<file path="src/hdl/fl32_pkg.sv">
// Fletcher-32 shared package: the word command type, the sum start value,
// the queue sizing constants and the end-around-carry adder. No dependencies.
package fl32_pkg;

  localparam logic [15:0] SumInit = 16'hffff;

  localparam int QueueDepth = 4;
  localparam int QueuePtrW  = $clog2(QueueDepth);

  // One assembled 16-bit word on its way to the summing stage.
  typedef struct packed {
    logic [15:0] word;
    logic        last;
  } word_cmd_t;

  // 16-bit add with end-around carry. For a in 1..65535 the result never
  // wraps to zero, so the zero value stays represented as 65535.
  function automatic logic [15:0] eac_add(input logic [15:0] a, input logic [15:0] b);
    logic [16:0] s;
    begin
      s = {1'b0, a} + {1'b0, b};
      eac_add = s[15:0] + {15'd0, s[16]};
    end
  endfunction

endpackage

</file>
<file path="src/hdl/fl32_byte_if.sv">
// Byte channel of the Fletcher-32 block: valid/ready with one message byte
// and its end-of-message mark. No dependencies.
interface fl32_byte_if;
  logic       valid;
  logic       ready;
  logic [7:0] data_byte;
  logic       last_byte;

  modport source (output valid, output data_byte, output last_byte, input ready);
  modport sink   (input valid, input data_byte, input last_byte, output ready);
endinterface

</file>
<file path="src/hdl/fl32_sum_if.sv">
// Checksum channel of the Fletcher-32 block: valid/ready with one 32-bit
// checksum per message. No dependencies.
interface fl32_sum_if;
  logic        valid;
  logic        ready;
  logic [31:0] checksum;

  modport source (output valid, output checksum, input ready);
  modport sink   (input valid, input checksum, output ready);
endinterface

</file>
<file path="src/hdl/fletcher32_byte_checksum.sv">
// Fletcher-32 byte-stream checksum, top level. Instantiates fl32_front,
// fl32_queue and fl32_back; uses fl32_pkg and the two channel interfaces.
//
// Takes one message byte per clock with no gaps, as long as the queue has
// room; bytes pair into big-endian words, an odd final byte is padded with
// a zero low byte. The checksum (high sum in bits 31..16, low sum in bits
// 15..0) is registered after the final byte passes through the four-entry
// word queue and then the summing stage, whose two chained 16-bit
// end-around-carry adds set the clock. The sums restart at 65535 for the
// next message at once. A stalled checksum output backs up the queue and
// then the byte input.
module fletcher32_byte_checksum (
  input  logic       clk,
  input  logic       rst,
  fl32_byte_if.sink  byte_chan,
  fl32_sum_if.source sum_chan
);

  logic                push_valid;
  logic                push_ready;
  fl32_pkg::word_cmd_t push_cmd;
  logic                pop_valid;
  logic                pop_ready;
  fl32_pkg::word_cmd_t pop_cmd;

  fl32_front u_front (
    .clk        (clk),
    .rst        (rst),
    .byte_chan  (byte_chan),
    .push_valid (push_valid),
    .push_cmd   (push_cmd),
    .push_ready (push_ready)
  );

  fl32_queue u_queue (
    .clk        (clk),
    .rst        (rst),
    .push_valid (push_valid),
    .push_cmd   (push_cmd),
    .push_ready (push_ready),
    .pop_valid  (pop_valid),
    .pop_cmd    (pop_cmd),
    .pop_ready  (pop_ready)
  );

  fl32_back u_back (
    .clk       (clk),
    .rst       (rst),
    .pop_valid (pop_valid),
    .pop_cmd   (pop_cmd),
    .pop_ready (pop_ready),
    .sum_chan  (sum_chan)
  );

endmodule

</file>
<file path="src/hdl/fl32_front.sv">
// Front end: pairs incoming bytes into big-endian words and pushes a word
// command on every second byte or on the final byte. Uses fl32_pkg.
module fl32_front (
  input  logic                 clk,
  input  logic                 rst,
  fl32_byte_if.sink            byte_chan,
  output logic                 push_valid,
  output fl32_pkg::word_cmd_t  push_cmd,
  input  logic                 push_ready
);

  logic [7:0] held_byte;
  logic       byte_pending;
  logic       take;

  // Stall the byte side whenever the queue is full, even for a byte that
  // would only be held; keeps the ready path free of the payload.
  assign byte_chan.ready = push_ready;
  assign take            = byte_chan.valid && push_ready;

  assign push_valid    = byte_chan.valid && (byte_pending || byte_chan.last_byte);
  assign push_cmd.last = byte_chan.last_byte;
  assign push_cmd.word = byte_pending ? {held_byte, byte_chan.data_byte}
                                      : {byte_chan.data_byte, 8'h00};

  always_ff @(posedge clk) begin
    if (rst) begin
      byte_pending <= 1'b0;
    end else if (take) begin
      // hold a leading byte; drop it once its word goes out
      byte_pending <= !byte_pending && !byte_chan.last_byte;
    end
  end

  always_ff @(posedge clk) begin
    if (take && !byte_pending) begin
      held_byte <= byte_chan.data_byte;
    end
  end

endmodule

</file>
<file path="src/hdl/fl32_queue.sv">
// Short word queue between the front end and the summing stage.
// Uses fl32_pkg for the command type and depth.
module fl32_queue (
  input  logic                 clk,
  input  logic                 rst,
  input  logic                 push_valid,
  input  fl32_pkg::word_cmd_t  push_cmd,
  output logic                 push_ready,
  output logic                 pop_valid,
  output fl32_pkg::word_cmd_t  pop_cmd,
  input  logic                 pop_ready
);

  fl32_pkg::word_cmd_t            slots [fl32_pkg::QueueDepth];
  logic [fl32_pkg::QueuePtrW-1:0] wr_ptr;
  logic [fl32_pkg::QueuePtrW-1:0] rd_ptr;
  logic [fl32_pkg::QueuePtrW:0]   count;
  logic                           push;
  logic                           pop;

  assign push_ready = count != (fl32_pkg::QueuePtrW + 1)'(fl32_pkg::QueueDepth);
  assign pop_valid  = count != '0;
  assign pop_cmd    = slots[rd_ptr];
  assign push       = push_valid && push_ready;
  assign pop        = pop_valid && pop_ready;

  always_ff @(posedge clk) begin
    if (rst) begin
      wr_ptr <= '0;
      rd_ptr <= '0;
      count  <= '0;
    end else begin
      if (push) begin
        wr_ptr <= wr_ptr + 1'b1;
      end
      if (pop) begin
        rd_ptr <= rd_ptr + 1'b1;
      end
      if (push && !pop) begin
        count <= count + 1'b1;
      end else if (pop && !push) begin
        count <= count - 1'b1;
      end
    end
  end

  always_ff @(posedge clk) begin
    if (push) begin
      slots[wr_ptr] <= push_cmd;
    end
  end

endmodule

</file>
<file path="src/hdl/fl32_back.sv">
// Summing stage: folds each word into the two end-around-carry sums and
// registers the checksum at the end of a message. Uses fl32_pkg.
module fl32_back (
  input  logic                 clk,
  input  logic                 rst,
  input  logic                 pop_valid,
  input  fl32_pkg::word_cmd_t  pop_cmd,
  output logic                 pop_ready,
  fl32_sum_if.source           sum_chan
);

  logic [15:0] low_sum;
  logic [15:0] high_sum;
  logic [15:0] low_next;
  logic [15:0] high_next;
  logic        out_valid;
  logic [31:0] checksum;
  logic        pop;

  assign pop_ready = !out_valid || sum_chan.ready;
  assign pop       = pop_valid && pop_ready;

  assign low_next  = fl32_pkg::eac_add(low_sum, pop_cmd.word);
  assign high_next = fl32_pkg::eac_add(high_sum, low_next);

  assign sum_chan.valid    = out_valid;
  assign sum_chan.checksum = checksum;

  always_ff @(posedge clk) begin
    if (rst) begin
      low_sum   <= fl32_pkg::SumInit;
      high_sum  <= fl32_pkg::SumInit;
      out_valid <= 1'b0;
    end else begin
      if (pop) begin
        // restart the sums after the final word
        low_sum  <= pop_cmd.last ? fl32_pkg::SumInit : low_next;
        high_sum <= pop_cmd.last ? fl32_pkg::SumInit : high_next;
      end
      if (pop && pop_cmd.last) begin
        out_valid <= 1'b1;
      end else if (sum_chan.ready) begin
        out_valid <= 1'b0;
      end
    end
  end

  always_ff @(posedge clk) begin
    if (pop && pop_cmd.last) begin
      checksum <= {high_next, low_next};
    end
  end

endmodule
</file>
<file path="src/flat_wrapper.sv">
// flat-port wrapper written by rule: the top's interface ports become plain ports
module fletcher32_byte_checksum_flat 
  (clk, rst, byte_chan_valid, byte_chan_data_byte, byte_chan_last_byte, byte_chan_ready, sum_chan_valid, sum_chan_checksum, sum_chan_ready);
  fl32_byte_if byte_chan_i ();
  fl32_sum_if sum_chan_i ();
  input  logic clk;
  input  logic rst;
  input wire logic [$bits(byte_chan_i.valid)-1:0] byte_chan_valid;
  input wire logic [$bits(byte_chan_i.data_byte)-1:0] byte_chan_data_byte;
  input wire logic [$bits(byte_chan_i.last_byte)-1:0] byte_chan_last_byte;
  output wire logic [$bits(byte_chan_i.ready)-1:0] byte_chan_ready;
  output wire logic [$bits(sum_chan_i.valid)-1:0] sum_chan_valid;
  output wire logic [$bits(sum_chan_i.checksum)-1:0] sum_chan_checksum;
  input wire logic [$bits(sum_chan_i.ready)-1:0] sum_chan_ready;
  assign byte_chan_i.valid = byte_chan_valid;
  assign byte_chan_i.data_byte = byte_chan_data_byte;
  assign byte_chan_i.last_byte = byte_chan_last_byte;
  assign byte_chan_ready = byte_chan_i.ready;
  assign sum_chan_valid = sum_chan_i.valid;
  assign sum_chan_checksum = sum_chan_i.checksum;
  assign sum_chan_i.ready = sum_chan_ready;
  fletcher32_byte_checksum u_core (.clk(clk), .rst(rst), .byte_chan(byte_chan_i), .sum_chan(sum_chan_i));
endmodule
</file>
<file path="config.mk">
export PLATFORM = sky130hd
export DESIGN_NAME = fletcher32_byte_checksum_flat
export DESIGN_NICKNAME = d
export VERILOG_FILES = /design/src/hdl/fl32_pkg.sv /design/src/hdl/fl32_byte_if.sv /design/src/hdl/fl32_sum_if.sv /design/src/hdl/fletcher32_byte_checksum.sv /design/src/hdl/fl32_front.sv /design/src/hdl/fl32_queue.sv /design/src/hdl/fl32_back.sv /design/src/flat_wrapper.sv
export SDC_FILE = /design/constraint.sdc
export NUM_CORES = 1
export LEC_CHECK = 0
export BUFFER_PORTS_ARGS = -buffer_cell sky130_fd_sc_hd__clkbuf_2
export CAP_MARGIN = 0
export CORE_MARGIN = 4
export CORE_UTILIZATION = 50
export DETAILED_ROUTE_END_ITERATION = 10
export GPL_TIMING_DRIVEN = 0
export PLACE_DENSITY = 0.65
export SLEW_MARGIN = 20
export SYNTH_ARGS = -nofsm -noshare
export SYNTH_HDL_FRONTEND = slang
export SYNTH_SLANG_ARGS = --single-unit
</file>
<file path="constraint.sdc">
create_clock -name clk -period 11.7 [get_ports clk]
set_input_delay 2.34 -clock clk [delete_from_list [all_inputs] [get_ports clk]]
set_output_delay 2.34 -clock clk [all_outputs]
set_load 0.1 [all_outputs]
</file>
# After elaboration in Yosys (flattened, before gate mapping)
# Memories as Yosys holds them, arrays and structs flattened. A register that Yosys moved wholly into a read port is not among the register bits.
# Cells that the tools add are included.
[word_totals]
input_bits = 13
ram_bits = 68
ff_bits = 81
memories = 1
[classes]
n_eq_ne = 1
addsub = 8
muxes = 11
n_reduce_logical = 19
[mem_list]
columns = ["name", "depth", "word_bits", "rd", "rd_ports_with_merged_regs", "wr", "line", "rtl"]
rows = [
  ["u_core.u_queue.slots", 4, 17, 1, 1, 1, "fl32_queue.sv:14", "fl32_pkg::word_cmd_t slots [fl32_pkg::QueueDepth];"],
]
[op_table]
columns = ["cell", "n"]
rows = [
  ["$mux 16", 3],
  ["$add 16x16->17", 2],
  ["$add 16x1->16", 2],
  ["$logic_and 1x1->1", 9],
  ["$mux 3", 2],
  ["$logic_not 1->1", 5],
  ["$add 2x1->2 const B", 2],
  ["$mux 1", 4],
  ["$mux 2", 2],
  ["$reduce_bool 2->1", 2],
  ["$add 3x1->3 const B", 1],
  ["$ne 3x3->1 const B", 1],
  ["$reduce_bool 3->1", 1],
  ["$sub 3x1->3 const B", 1],
  ["$logic_or 1x1->1", 2],
]

# Depth between registers and ports, before layout
# Gate-level depths: netlist (run 1).
[depth]
ltp_word = 7
depth_mapped = 35
mapped_depth_nobuf = 33

# By module
# From an unflattened synthesis (run 1), not the netlist that was laid out.
[hier_totals]
hier_cells = 619
hier_area_um2 = 7651.1
[modules_own_cells]
columns = ["module", "cells_per_inst", "area_each_um2", "instances", "seq_area_each_um2"]
rows = [
  ["fl32_back", 447, 4204.0, 1, 1621.6],
  ["fl32_queue", 137, 2970.3, 1, 2222.1],
  ["fl32_front", 35, 476.7, 1, 260.2],
]

# Least setup slack after synthesis (run 1)
# Ideal clock, no wire load.
[synth_timing]
path_kind = "register to register"
from = "register with a tool-made name"
to = "register u_core.u_back.high_sum[8]"
stages_incl_launch_ff = 34
path_buffers = 2
arrival_time_ns = 6.856
slack_ns = 4.707
setup_ns = 0.137
period_less_slack_ns = 6.993
cell_sequence = "dfxtp_1 > clkbuf_1 > buf_1 > mux4_2 > ha_1 > inv_1 > fa_1 > nand2b_1 > a21oi_1 > o21ai_0 > a31oi_1 > a21o_1 > a21o_1 > ha_1 > and3_1 > nand4_1 > nor2_1 > xor2_1 > ha_1 > o21ai_0 > a21oi_1 > nand4b_1 > a21oi_1 > a21o_1 > a21o_1 > ha_1 > ha_1 > nand2_1 > nor2_1 > nand3_1 > or4b_2 > xor2_1 > nand2_1 > nand3_1"
[synth_lines]
columns = ["item", "line", "rtl"]
rows = [
  ["end signal: assignment", "fl32_back.sv:32", "high_sum <= fl32_pkg::SumInit;"],
  ["end signal: assignment", "fl32_back.sv:38", "high_sum <= pop_cmd.last ? fl32_pkg::SumInit : high_next;"],
  ["end: declaration", "fl32_back.sv:13", "logic [15:0] high_sum;"],
]

==> impl_metrics.ini, run 1 <==
[global_route]
overflow = 0
grt_util_met3_pct = 3.82
grt_pass1_wl_mm = 25.7
use_met1_pct = 22.9
grt_max_degree = 28
grt_most_used_layer = met2
antenna_found_initial = 0
track_usage_pct = 18.5
first_global_vias = 5094
gr-usage-met2_pct = 31.6

[synthesis]
synth_cell_types = 63
seq_area_frac_synth_pct = 53.6
syn-instance-count = 638
yosys_warnings = 0
synth_ff_type = edfxtp_1
synth_top_area_cell = edfxtp_1
synth_edf_count = 108
synthArstFlopShare_pct = 0
syn_area_per_cell_um2 = 12.0
ys_seq_elements = 151
synth_nets = 697
synthTopCellsByArea = edfxtp_1, dfxtp_1, ha_1
syn-cell-area_um2 = 7650
synth_top_area_share_pct = 42.4

[sta]
max_freq_mhz = 113
finalCritPeriodShare_pct = 75.4
finalSetupTns_ns = 0
hold_violations = 0
relSlewSlack_pct = 26.4
final-setup-viol-count = 0
period_needed_ns = 8.82
maxSlewViolCount = 0
fin_worst_skew_ns = 0.00939
tightest_slew_ns = 1.08
rsz0062_at_grt = no

[drt]
drc = 0
dr.pass1.iters = 5
ant_nets = 0
vias = 5118
wire_per_inst_um = 17.0
drtIter0Drc = 246
routed_wirelength_mm = 15.3
avgViaCountPerCell = 5.69

[layout]
num-nets-final = 762
drive_gt1_share_pct = 16.6
syn_to_final_growth_pct = 14.6
n_fill_cell = 1161
multi_input_comb_area_um2 = 3370
insertedDiodeCount = 0
seq_area_um2 = 4100

[clock_network]
cts_tree = done
cts_buffers = 17
clk_pin_slew_ns = 0.06
cts_root_buffer = clkbuf_16
cts_max_level = 4
cts_hold_buf = 0
cts_sinks = 151
postCtsResizedCells = 0
post_cts_buffers = 0
cts_max_path_buffers = 2
clk_latency_ns = 0.42

[critical_path]
crit_path_frequent_cell = ha_1
cp.required_ns = 12.04
worst-path-buf-inv = 3
crit_type = register to register
crit_family = compound AO/OA/AOI/OAI gates
r2r_cells = 35
worstPathMaxFanout = 10
cpPeakStageDelay_ns = 0.75
cp-end-kind = register
critPathSlowestCell = buf_1
r2r_slack_ns = 2.88
cp-start-kind = register
cp.depth = 35
cp.arrival_ns = 9.16

[status]
outcome = finished, final reports clean

[flow_run]
cap_violations = 0

[hold_path]
hp-class = register to register
hold_depth = 2

[die]
core.rowCount = 44
fp.coreArea_um2 = 14800
initial_core_util_pct = 51.9
ioPinCount = 47
dieHeight_um = 132
chipWidth_um = 132
die_area_um2 = 17400

[placed_design]
routabilityCongestion = 0.961
port_buffers = 45
hpwlAfterDp_mm = 11.2
[cells by family after synthesis]
logic type	Yosys count	share of synthesized area [%]
muxes	28	6.57
DFF	151	53.6
xor gates and xnor gates	54	6.18
buffers and inverters	45	2.29
AOI/OAI and AO/OA	108	10.4
adders and majority gates	46	7.81
and+or+nand+nor	206	13.2
[through the flow]
step                cell area (um2)  cells  hold WS, ns  setup WS [ns]  util, %
floorplan                      7650    638        0.447           4.71        -
global placement               8110    867        0.461           2.94     55.0
detailed placement             8140    868        0.467           2.71     55.2
CTS                            8770    900        0.484           2.69     59.5
global route                   8770    900        0.504           1.73     59.5
finish                         8770    900        0.479           2.88     59.5
[registers in the layout (all words and copies together), names as in the netlist, named ones only]
register / flops
u_core.u_back.high_sum: 16
u_core.u_back.low_sum: 16
u_core.u_back.sum_chan.checksum: 32
u_core.u_back.sum_chan.valid: 1
u_core.u_front.byte_pending: 1
u_core.u_front.held_byte: 8
u_core.u_queue.count: 3
u_core.u_queue.rd_ptr: 2
u_core.u_queue.slots: 68
u_core.u_queue.wr_ptr: 2
[layout by cell type (no fill, tap or decap), drive strengths merged, types with 6 or more instances in the layout]
cell type and instances:
buf 7, a21o 15, a2111oi 7, nand2 68
dfxtp 43, nor2 45, nand3 29, clkbuf 81
nand4 9, mux4 17, clkinv 6, a211oi 9
a21oi 28, mux2 8, inv 23, xor2 21
xnor2 33, nor3 9, edfxtp 108, and2 21
ha 43, o21ai 20
[cell type report]
type                       instances  area share (%)
timing repair buffer              46            2.88
clock buffer                      19            4.93
clock inverter                    13            2.31
inverter                          22           0.941
sequential                       151            46.8
buffer                            23            1.07
multi-input combinational        442            38.5
tap                              184            2.62
[metal layers]
| layer | vias to the layer above | share of wire, % |
|---|---|---|
| li1 | 2503 | - |
| met4 | 0 | 2.3 |
| met1 | 2461 | 43 |
| met2 | 128 | 50 |
| met5 | - | 0 |
| met3 | 26 | 4.3 |
[worst min-delay path, stage by stage (launching register included)]
cell     delay, ns
dfxtp_1       0.31
nand2_1       0.05
nand3_1       0.06
[synthesized netlist by cell type (2+ instances only)]
master,n
clkbuf_1,17
nor2_1,45
o21bai_1,4
a2111oi_0,5
o211ai_1,4
o32a_1,3
buf_2,2
or2_2,2
a2111o_1,4
a31oi_1,2
inv_1,22
mux4_2,17
mux2i_1,3
nand2_1,68
buf_1,3
nand3_1,29
mux2_2,8
and2_1,21
and3_1,4
nor3_1,8
a211oi_2,2
nand2b_1,5
o21ai_1,2
a21oi_1,28
fa_1,3
o21ai_0,18
a21o_1,15
edfxtp_1,108
dfxtp_1,43
a2111oi_4,2
nand4_1,8
ha_1,43
xnor2_1,33
a211oi_1,7
xor2_1,21
nor3b_1,2
[path summary, 6_finish.rpt]
| kind | from | end |
|---|---|---|
| setup / recovery | register | u_core.u_back.high_sum[12]$_SDFFE_PP1P_ |
| hold / removal | u_core.u_back.high_sum[2]$_SDFFE_PP1P_ | u_core.u_back.high_sum[2]$_SDFFE_PP1P_ |
| hold reg to reg | u_core.u_back.high_sum[2]$_SDFFE_PP1P_ | u_core.u_back.high_sum[2]$_SDFFE_PP1P_ |
| setup reg to reg | register | u_core.u_back.high_sum[12]$_SDFFE_PP1P_ |
Power of run 1 is not shown: default switching activity piles up to over one toggle a cycle in this logic, so the estimate is an artifact.
==> run 2, diff against run 1 <==
--- a/config.mk
+++ b/config.mk
@@ -5,13 +5,14 @@
 export SDC_FILE = /design/constraint.sdc
 export NUM_CORES = 1
 export LEC_CHECK = 0
+export ABC_AREA = 1
 export BUFFER_PORTS_ARGS = -buffer_cell sky130_fd_sc_hd__clkbuf_2
 export CAP_MARGIN = 0
 export CORE_MARGIN = 4
 export CORE_UTILIZATION = 50
 export DETAILED_ROUTE_END_ITERATION = 10
 export GPL_TIMING_DRIVEN = 0
-export PLACE_DENSITY = 0.65
+export PLACE_DENSITY = 0.67
 export SLEW_MARGIN = 20
 export SYNTH_ARGS = -nofsm -noshare
 export SYNTH_HDL_FRONTEND = slang
==> constraint.sdc (replaced) <==
create_clock -name clk -period 7.93 [get_ports clk]
set_input_delay 1.586 -clock clk [delete_from_list [all_inputs] [get_ports clk]]
set_output_delay 1.586 -clock clk [all_outputs]
set_load 0.1 [all_outputs]
==> run 2 against run 1 <==
Via count grew 26%. Highest routed layer unchanged. Clock skew is essentially flat. First-iteration DRC count grew 24%. Synthesized cell count grew 53%. Worst hold slack gained 0.0053 ns. Critical endpoint is now u_core.u_back.sum_chan.checksum[30]$_DFFE_PP_. Core utilization shrank 1.4 points. Count of clock-buffer cells in the layout shrank 2.
==> impl_metrics.ini, run 2 <==
[sta]
period_needed_ns = 7.22
relSlewSlack_pct = 50.4
finalSetupTns_ns = 0
tightest_slew_ns = 0.744
final-setup-viol-count = 0
finalCritPeriodShare_pct = 91.1
fin_worst_skew_ns = 0.00942
rsz0062_at_grt = no
hold_violations = 0
maxSlewViolCount = 0
max_freq_mhz = 138

[placed_design]
routabilityCongestion = 0.883
port_buffers = 46
hpwlAfterDp_mm = 13.8

[clock_network]
cts_max_path_buffers = 2
clk_latency_ns = 0.43
cts_sinks = 151
cts_max_level = 4
cts_buffers = 17
cts_hold_buf = 0
cts_root_buffer = clkbuf_16
clk_pin_slew_ns = 0.06
cts_tree = done

[global_route]
overflow = 0
antenna_found_initial = 0
first_global_vias = 6114
track_usage_pct = 20.7
grt_max_degree = 35
grt_pass1_wl_mm = 30.2

[drt]
dr.pass1.iters = 5
drtIter0Drc = 305
vias = 6441
ant_nets = 0
wire_per_inst_um = 14.1
routed_wirelength_mm = 18.1
avgViaCountPerCell = 5.03
drc = 0

[critical_path]
cp.required_ns = 8.11
critPathSlowestCell = dfxtp_1
cp-end-kind = register
cp.arrival_ns = 7.41
cpPeakStageDelay_ns = 0.49
worstPathMaxFanout = 10
crit_path_frequent_cell = nand2_1
worst-path-buf-inv = 7
crit_type = register to register
cp-start-kind = register
crit_family = simple AND/OR/NAND/NOR gates

[synthesis]
synth_cell_types = 40
synthArstFlopShare_pct = 0
synth_ff_type = edfxtp_1
synth.most_common_cell = nand2_1
synth_top_area_cell = edfxtp_1
synth_edf_count = 108
synth_nets = 1038
ys_top_cells_by_count = nand2_1, inv_1, edfxtp_1
syn-cell-area_um2 = 8410
yosys_warnings = 0
synth_top_area_share_pct = 38.6
seq_area_frac_synth_pct = 48.8
syn-instance-count = 979
syn_area_per_cell_um2 = 8.59
ys_seq_elements = 151
synthTopCellsByArea = edfxtp_1, nand2_1, dfxtp_1

[die]
fp.coreArea_um2 = 16500
initial_core_util_pct = 50.9
dieHeight_um = 138
chipWidth_um = 138
ioPinCount = 47
die_area_um2 = 18900
core.rowCount = 47

[layout]
top_regs = u_core.u_queue.slots (68), u_core.u_back.sum_chan.checksum (32)
n_fill_cell = 1467
largest_reg_flops = 68
seq_area_um2 = 4100
syn_to_final_growth_pct = 14.1
num-nets-final = 1107
multi_input_comb_area_um2 = 3700
drive_gt1_share_pct = 15.9
mostFrequentLayoutCells = nand2_1, inv_1, edfxtp_1, nand3_1, nor2_1
largest-register = u_core.u_queue.slots
insertedDiodeCount = 0
layout.cells.most_common = nand2_1

[hold_path]
hp-class = register to register

[flow_run]
cap_violations = 0

[status]
outcome = finished, final reports clean
run 2: cell count changes after synthesis, sizes merged, moves of 20 or more:
cell and delta:
nand3 +48, xnor2 -29, o21ai +20, nand2 +229, inv +122, nor2 +43
run 2: worst paths after layout:
path | from | endpoint | slack (ns) | cells after the start
min reg2reg | u_core.u_back.high_sum[6]$_SDFFE_PP1P_ | u_core.u_back.high_sum[6]$_SDFFE_PP1P_ | 0.48 | 2
max | register | u_core.u_back.sum_chan.checksum[30]$_DFFE_PP_ | 0.71 | 45
max reg2reg | register | u_core.u_back.sum_chan.checksum[30]$_DFFE_PP_ | 0.71 | 45
min | u_core.u_back.high_sum[6]$_SDFFE_PP1P_ | u_core.u_back.high_sum[6]$_SDFFE_PP1P_ | 0.48 | 2
run 2: cells by family after synthesis:
family	synth area share, %
buffers and inverters	7.44
XOR/XNOR	1.74
multiplexers	1.07
AND/OR/NAND/NOR	26.5
adder cells (fa/ha/maj)	7.12
flip-flops	48.8
AO/OA/AOI/OAI	7.32
run 2: worst reg2reg max path: cells and delay by family, from the launching register on:
kind                       cells  cell delay [ns]
DFF                            1             0.49
buffers and inverters          7             0.73
and+or+nand+nor               25             2.85
adders and majority gates      7             1.82
AOI/OAI and AO/OA              6             1.06
run 2: metal layers:
layer | GRT usage (%) | up-vias | part of all wire, %
met4 | 9.92 | 0 | 3.7
met1 | 25.0 | 2905 | 44
met2 | 35.6 | 137 | 49
met5 | 0 | - | 0
li1 | - | 3357 | -
met3 | 3.51 | 42 | 3.8
run 2: final cells by class:
type	count	share of cell area, %
Timing Repair Buffer	50	2.99
Clock buffer	17	4.43
Tap cell	220	2.87
Multi-Input combinational cell	663	38.5
Clock inverter	14	1.80
Buffer	21	0.965
Sequential cell	151	42.8
Inverter	144	5.63
run 2: stage by stage:
| step | cells | setup slack, ns | hold slack (ns) | area (um2) | utilization (%) |
|---|---|---|---|---|---|
| after floorplan | 979 | 1.99 | 0.449 | 8410 | - |
| after global placement | 1245 | 0.190 | 0.464 | 8910 | 53.9 |
| after detailed placement | 1249 | 0.197 | 0.466 | 8980 | 54.3 |
| after CTS | 1280 | 0.189 | 0.484 | 9580 | 57.9 |
| after global routing | 1280 | 0.0790 | 0.505 | 9590 | 58.1 |
| final | 1280 | 0.707 | 0.485 | 9590 | 58.1 |
run 2: timing repair:
item / 4_1_cts / 5_1_grt
buffers inserted: 0 / 0
gates resized for setup: 0 / 16
setup endpoints to repair: 0 / 19
endpoints found under the hold margin: 0 / 0
Power of run 2 is left out for the same reason.
==> run 3, diff against run 2 <==
--- a/config.mk
+++ b/config.mk
@@ -11,9 +11,11 @@
 export CORE_MARGIN = 4
 export CORE_UTILIZATION = 50
 export DETAILED_ROUTE_END_ITERATION = 10
+export GPL_ROUTABILITY_DRIVEN = 0
 export GPL_TIMING_DRIVEN = 0
 export PLACE_DENSITY = 0.67
 export SLEW_MARGIN = 20
 export SYNTH_ARGS = -nofsm -noshare
 export SYNTH_HDL_FRONTEND = slang
+export SYNTH_HIERARCHICAL = 1
 export SYNTH_SLANG_ARGS = --single-unit
==> run 3 against run 2 <==
Clock skew is 0.0073 ns higher. Core utilization is 0.76 points higher. Maximum frequency is 5.6% higher. Via count is 5.3% higher. Cell count is 3.2% higher. Largest cell class unchanged.
==> impl_metrics.ini, run 3 <==
[die]
initial_core_util_pct = 51.6
core.rowCount = 47
chipWidth_um = 140
dieHeight_um = 140
ioPinCount = 47
fp.coreArea_um2 = 16800
die_area_um2 = 19500

[critical_path]
crit_type = register to register
cpPeakStageDelay_ns = 0.57
endpoint = u_core/u_back/sum_chan.checksum[29]$_DFFE_PP_
r2r-end = u_core/u_back/sum_chan.checksum[29]$_DFFE_PP_
cp.arrival_ns = 7.03
r2r_slack_ns = 1.09
cp.required_ns = 8.12
critPathSlowestCell = dfxtp_1
cp-end-kind = register
worstPathMaxFanout = 10
cp-start-kind = register
r2r_cells = 40
crit_path_frequent_cell = nand2_1

[global_route]
antenna_found_initial = 2
grt_pass1_wl_mm = 32.8
track_usage_pct = 21.0
grt_max_degree = 33
overflow = 0
first_global_vias = 6630

[clock_network]
cts_hold_buf = 0
cts_max_path_buffers = 2
cts_root_buffer = clkbuf_16
cts_max_level = 4
clk_pin_slew_ns = 0.07
cts_sinks = 151
postCtsResizedCells = 0
cts_buffers = 17
post_cts_buffers = 0
clk_latency_ns = 0.44
cts_tree = done

[synthesis]
synth_nets = 1076
syn_area_per_cell_um2 = 8.52
ys_seq_elements = 151
synth_ff_type = edfxtp_1
synth.most_common_cell = nand2_1
syn-instance-count = 1019
synthTopCellsByArea = edfxtp_1, nand2_1, dfxtp_1
synthArstFlopShare_pct = 0
synth_top_area_cell = edfxtp_1
synth_top_area_share_pct = 37.4
syn-cell-area_um2 = 8680
synth_cell_types = 41
ys_top_cells_by_count = nand2_1, inv_1, edfxtp_1
yosys_warnings = 6
seq_area_frac_synth_pct = 47.3
synth_edf_count = 108

[hold_path]
hp-class = register to register

[drt]
routed_wirelength_mm = 19.8
drtIter0Drc = 451
drc = 0
vias = 6784
ant_nets = 0
dr.pass1.iters = 5
wire_per_inst_um = 15.0
avgViaCountPerCell = 5.14

[layout]
num-nets-final = 1145
largest_reg_flops = 68
drive_gt1_share_pct = 18.4
final_cells = 1321
n_fill_cell = 1497
top_regs = u_core/u_queue/slots (68), u_core/u_back/sum_chan.checksum (32)
largest-register = u_core/u_queue/slots
insertedDiodeCount = 0
layout.cells.most_common = nand2_1
syn_to_final_growth_pct = 14.0
mostFrequentLayoutCells = nand2_1, inv_1, edfxtp_1, nor2_1, nand3_1
fin_util_pct = 58.8

[sta]
finalCritPeriodShare_pct = 86.3
fin_worst_skew_ns = 0.0167
finalSetupTns_ns = 0
period_needed_ns = 6.84
rsz0062_at_grt = no
tightest_slew_ns = 0.716
setup_ws_ns = 1.09
max_freq_mhz = 146
relSlewSlack_pct = 52.3
maxSlewViolCount = 0
final-setup-viol-count = 0
hold_violations = 0

[placed_design]
hpwlAfterDp_mm = 14.8
port_buffers = 46
pre_cts_slack_ns = 1.16
place_inst = 1289

[flow_run]
cap_violations = 0

[status]
outcome = finished, final reports clean
## run 3: changes by cell type in the layout (fill, tap and decap cells not counted), moves of 13 or more
cell | previous run | this run
a21oi_1 | 25 | 51
buf_6 | 1 | 14
inv_1 | 136 | 123
nand2_1 | 271 | 285
nor2_1 | 67 | 84
o21ai_0 | 35 | 22
## run 3: cell type report
| type | instances | area [um2] | area share (%) |
|---|---|---|---|
| plain buffers | 23 | 180 | 1.82 |
| clock buffers | 17 | 425 | 4.30 |
| clock inverters | 15 | 225 | 2.28 |
| inverters | 142 | 541 | 5.46 |
| multi-input cells | 703 | 3860 | 39.1 |
| flip-flops and latches | 151 | 4100 | 41.5 |
| well taps | 220 | 275 | 2.78 |
| repair buffers | 50 | 275 | 2.78 |
## run 3: cell families (layout without fill, tap and decap cells)
| kind of cell | Yosys count | in the layout | synth area share, % |
|---|---|---|---|
| AOI/OAI and AO/OA | 121 | 121 | 8.36 |
| xor gates and xnor gates | 17 | 17 | 1.89 |
| adders and majority gates | 44 | 44 | 6.60 |
| buffers and inverters | 165 | 247 | 8.30 |
| DFF | 151 | 151 | 47.3 |
| and+or+nand+nor | 521 | 521 | 27.6 |
## run 3: routing by layer
layer | routed length (um) | GRT usage [%] | share of wire [%] | up-vias
met5 | 27 | 0 | 0.14 | -
met4 | 388 | 6.53 | 2.0 | 4
met3 | 1040 | 5.08 | 5.3 | 33
met2 | 9830 | 35.7 | 50 | 169
met1 | 8560 | 26.6 | 43 | 3121
li1 | - | - | - | 3457
## run 3: worst min path at each step
stage | startpoint | endpoint | cells after the start
after detailed placement | u_core/u_back/low_sum[7]$_SDFFE_PP1P_ | u_core/u_back/low_sum[7]$_SDFFE_PP1P_ | 2
after global placement | u_core/u_back/low_sum[2]$_SDFFE_PP1P_ | u_core/u_back/low_sum[2]$_SDFFE_PP1P_ | 2
after global routing | u_core/u_back/high_sum[14]$_SDFFE_PP1P_ | u_core/u_back/high_sum[14]$_SDFFE_PP1P_ | 2
after CTS | u_core/u_back/low_sum[7]$_SDFFE_PP1P_ | u_core/u_back/low_sum[7]$_SDFFE_PP1P_ | 2
after floorplan | u_core/u_back/low_sum[10]$_SDFFE_PP1P_ | u_core/u_back/low_sum[10]$_SDFFE_PP1P_ | 2
final | u_core/u_back/low_sum[7]$_SDFFE_PP1P_ | u_core/u_back/low_sum[7]$_SDFFE_PP1P_ | 2
## run 3: through the flow
stage	hold WS, ns	area, um2
2_1_floorplan	0.441	8680
3_3_place_gp	0.457	9190
3_5_place_dp	0.462	9240
4_1_cts	0.481	9890
5_1_grt	0.496	9890
6_report	0.480	9890
## run 3: critical path, delay by kind of cell (launching register included)
| family | cells | cell delay (ns) |
|---|---|---|
| simple gates | 24 | 2.68 |
| fa+ha+maj | 6 | 1.81 |
| compound gates | 7 | 1.10 |
| flops | 1 | 0.57 |
| buf+inv | 3 | 0.43 |
Power of run 3 is left out for the same reason.
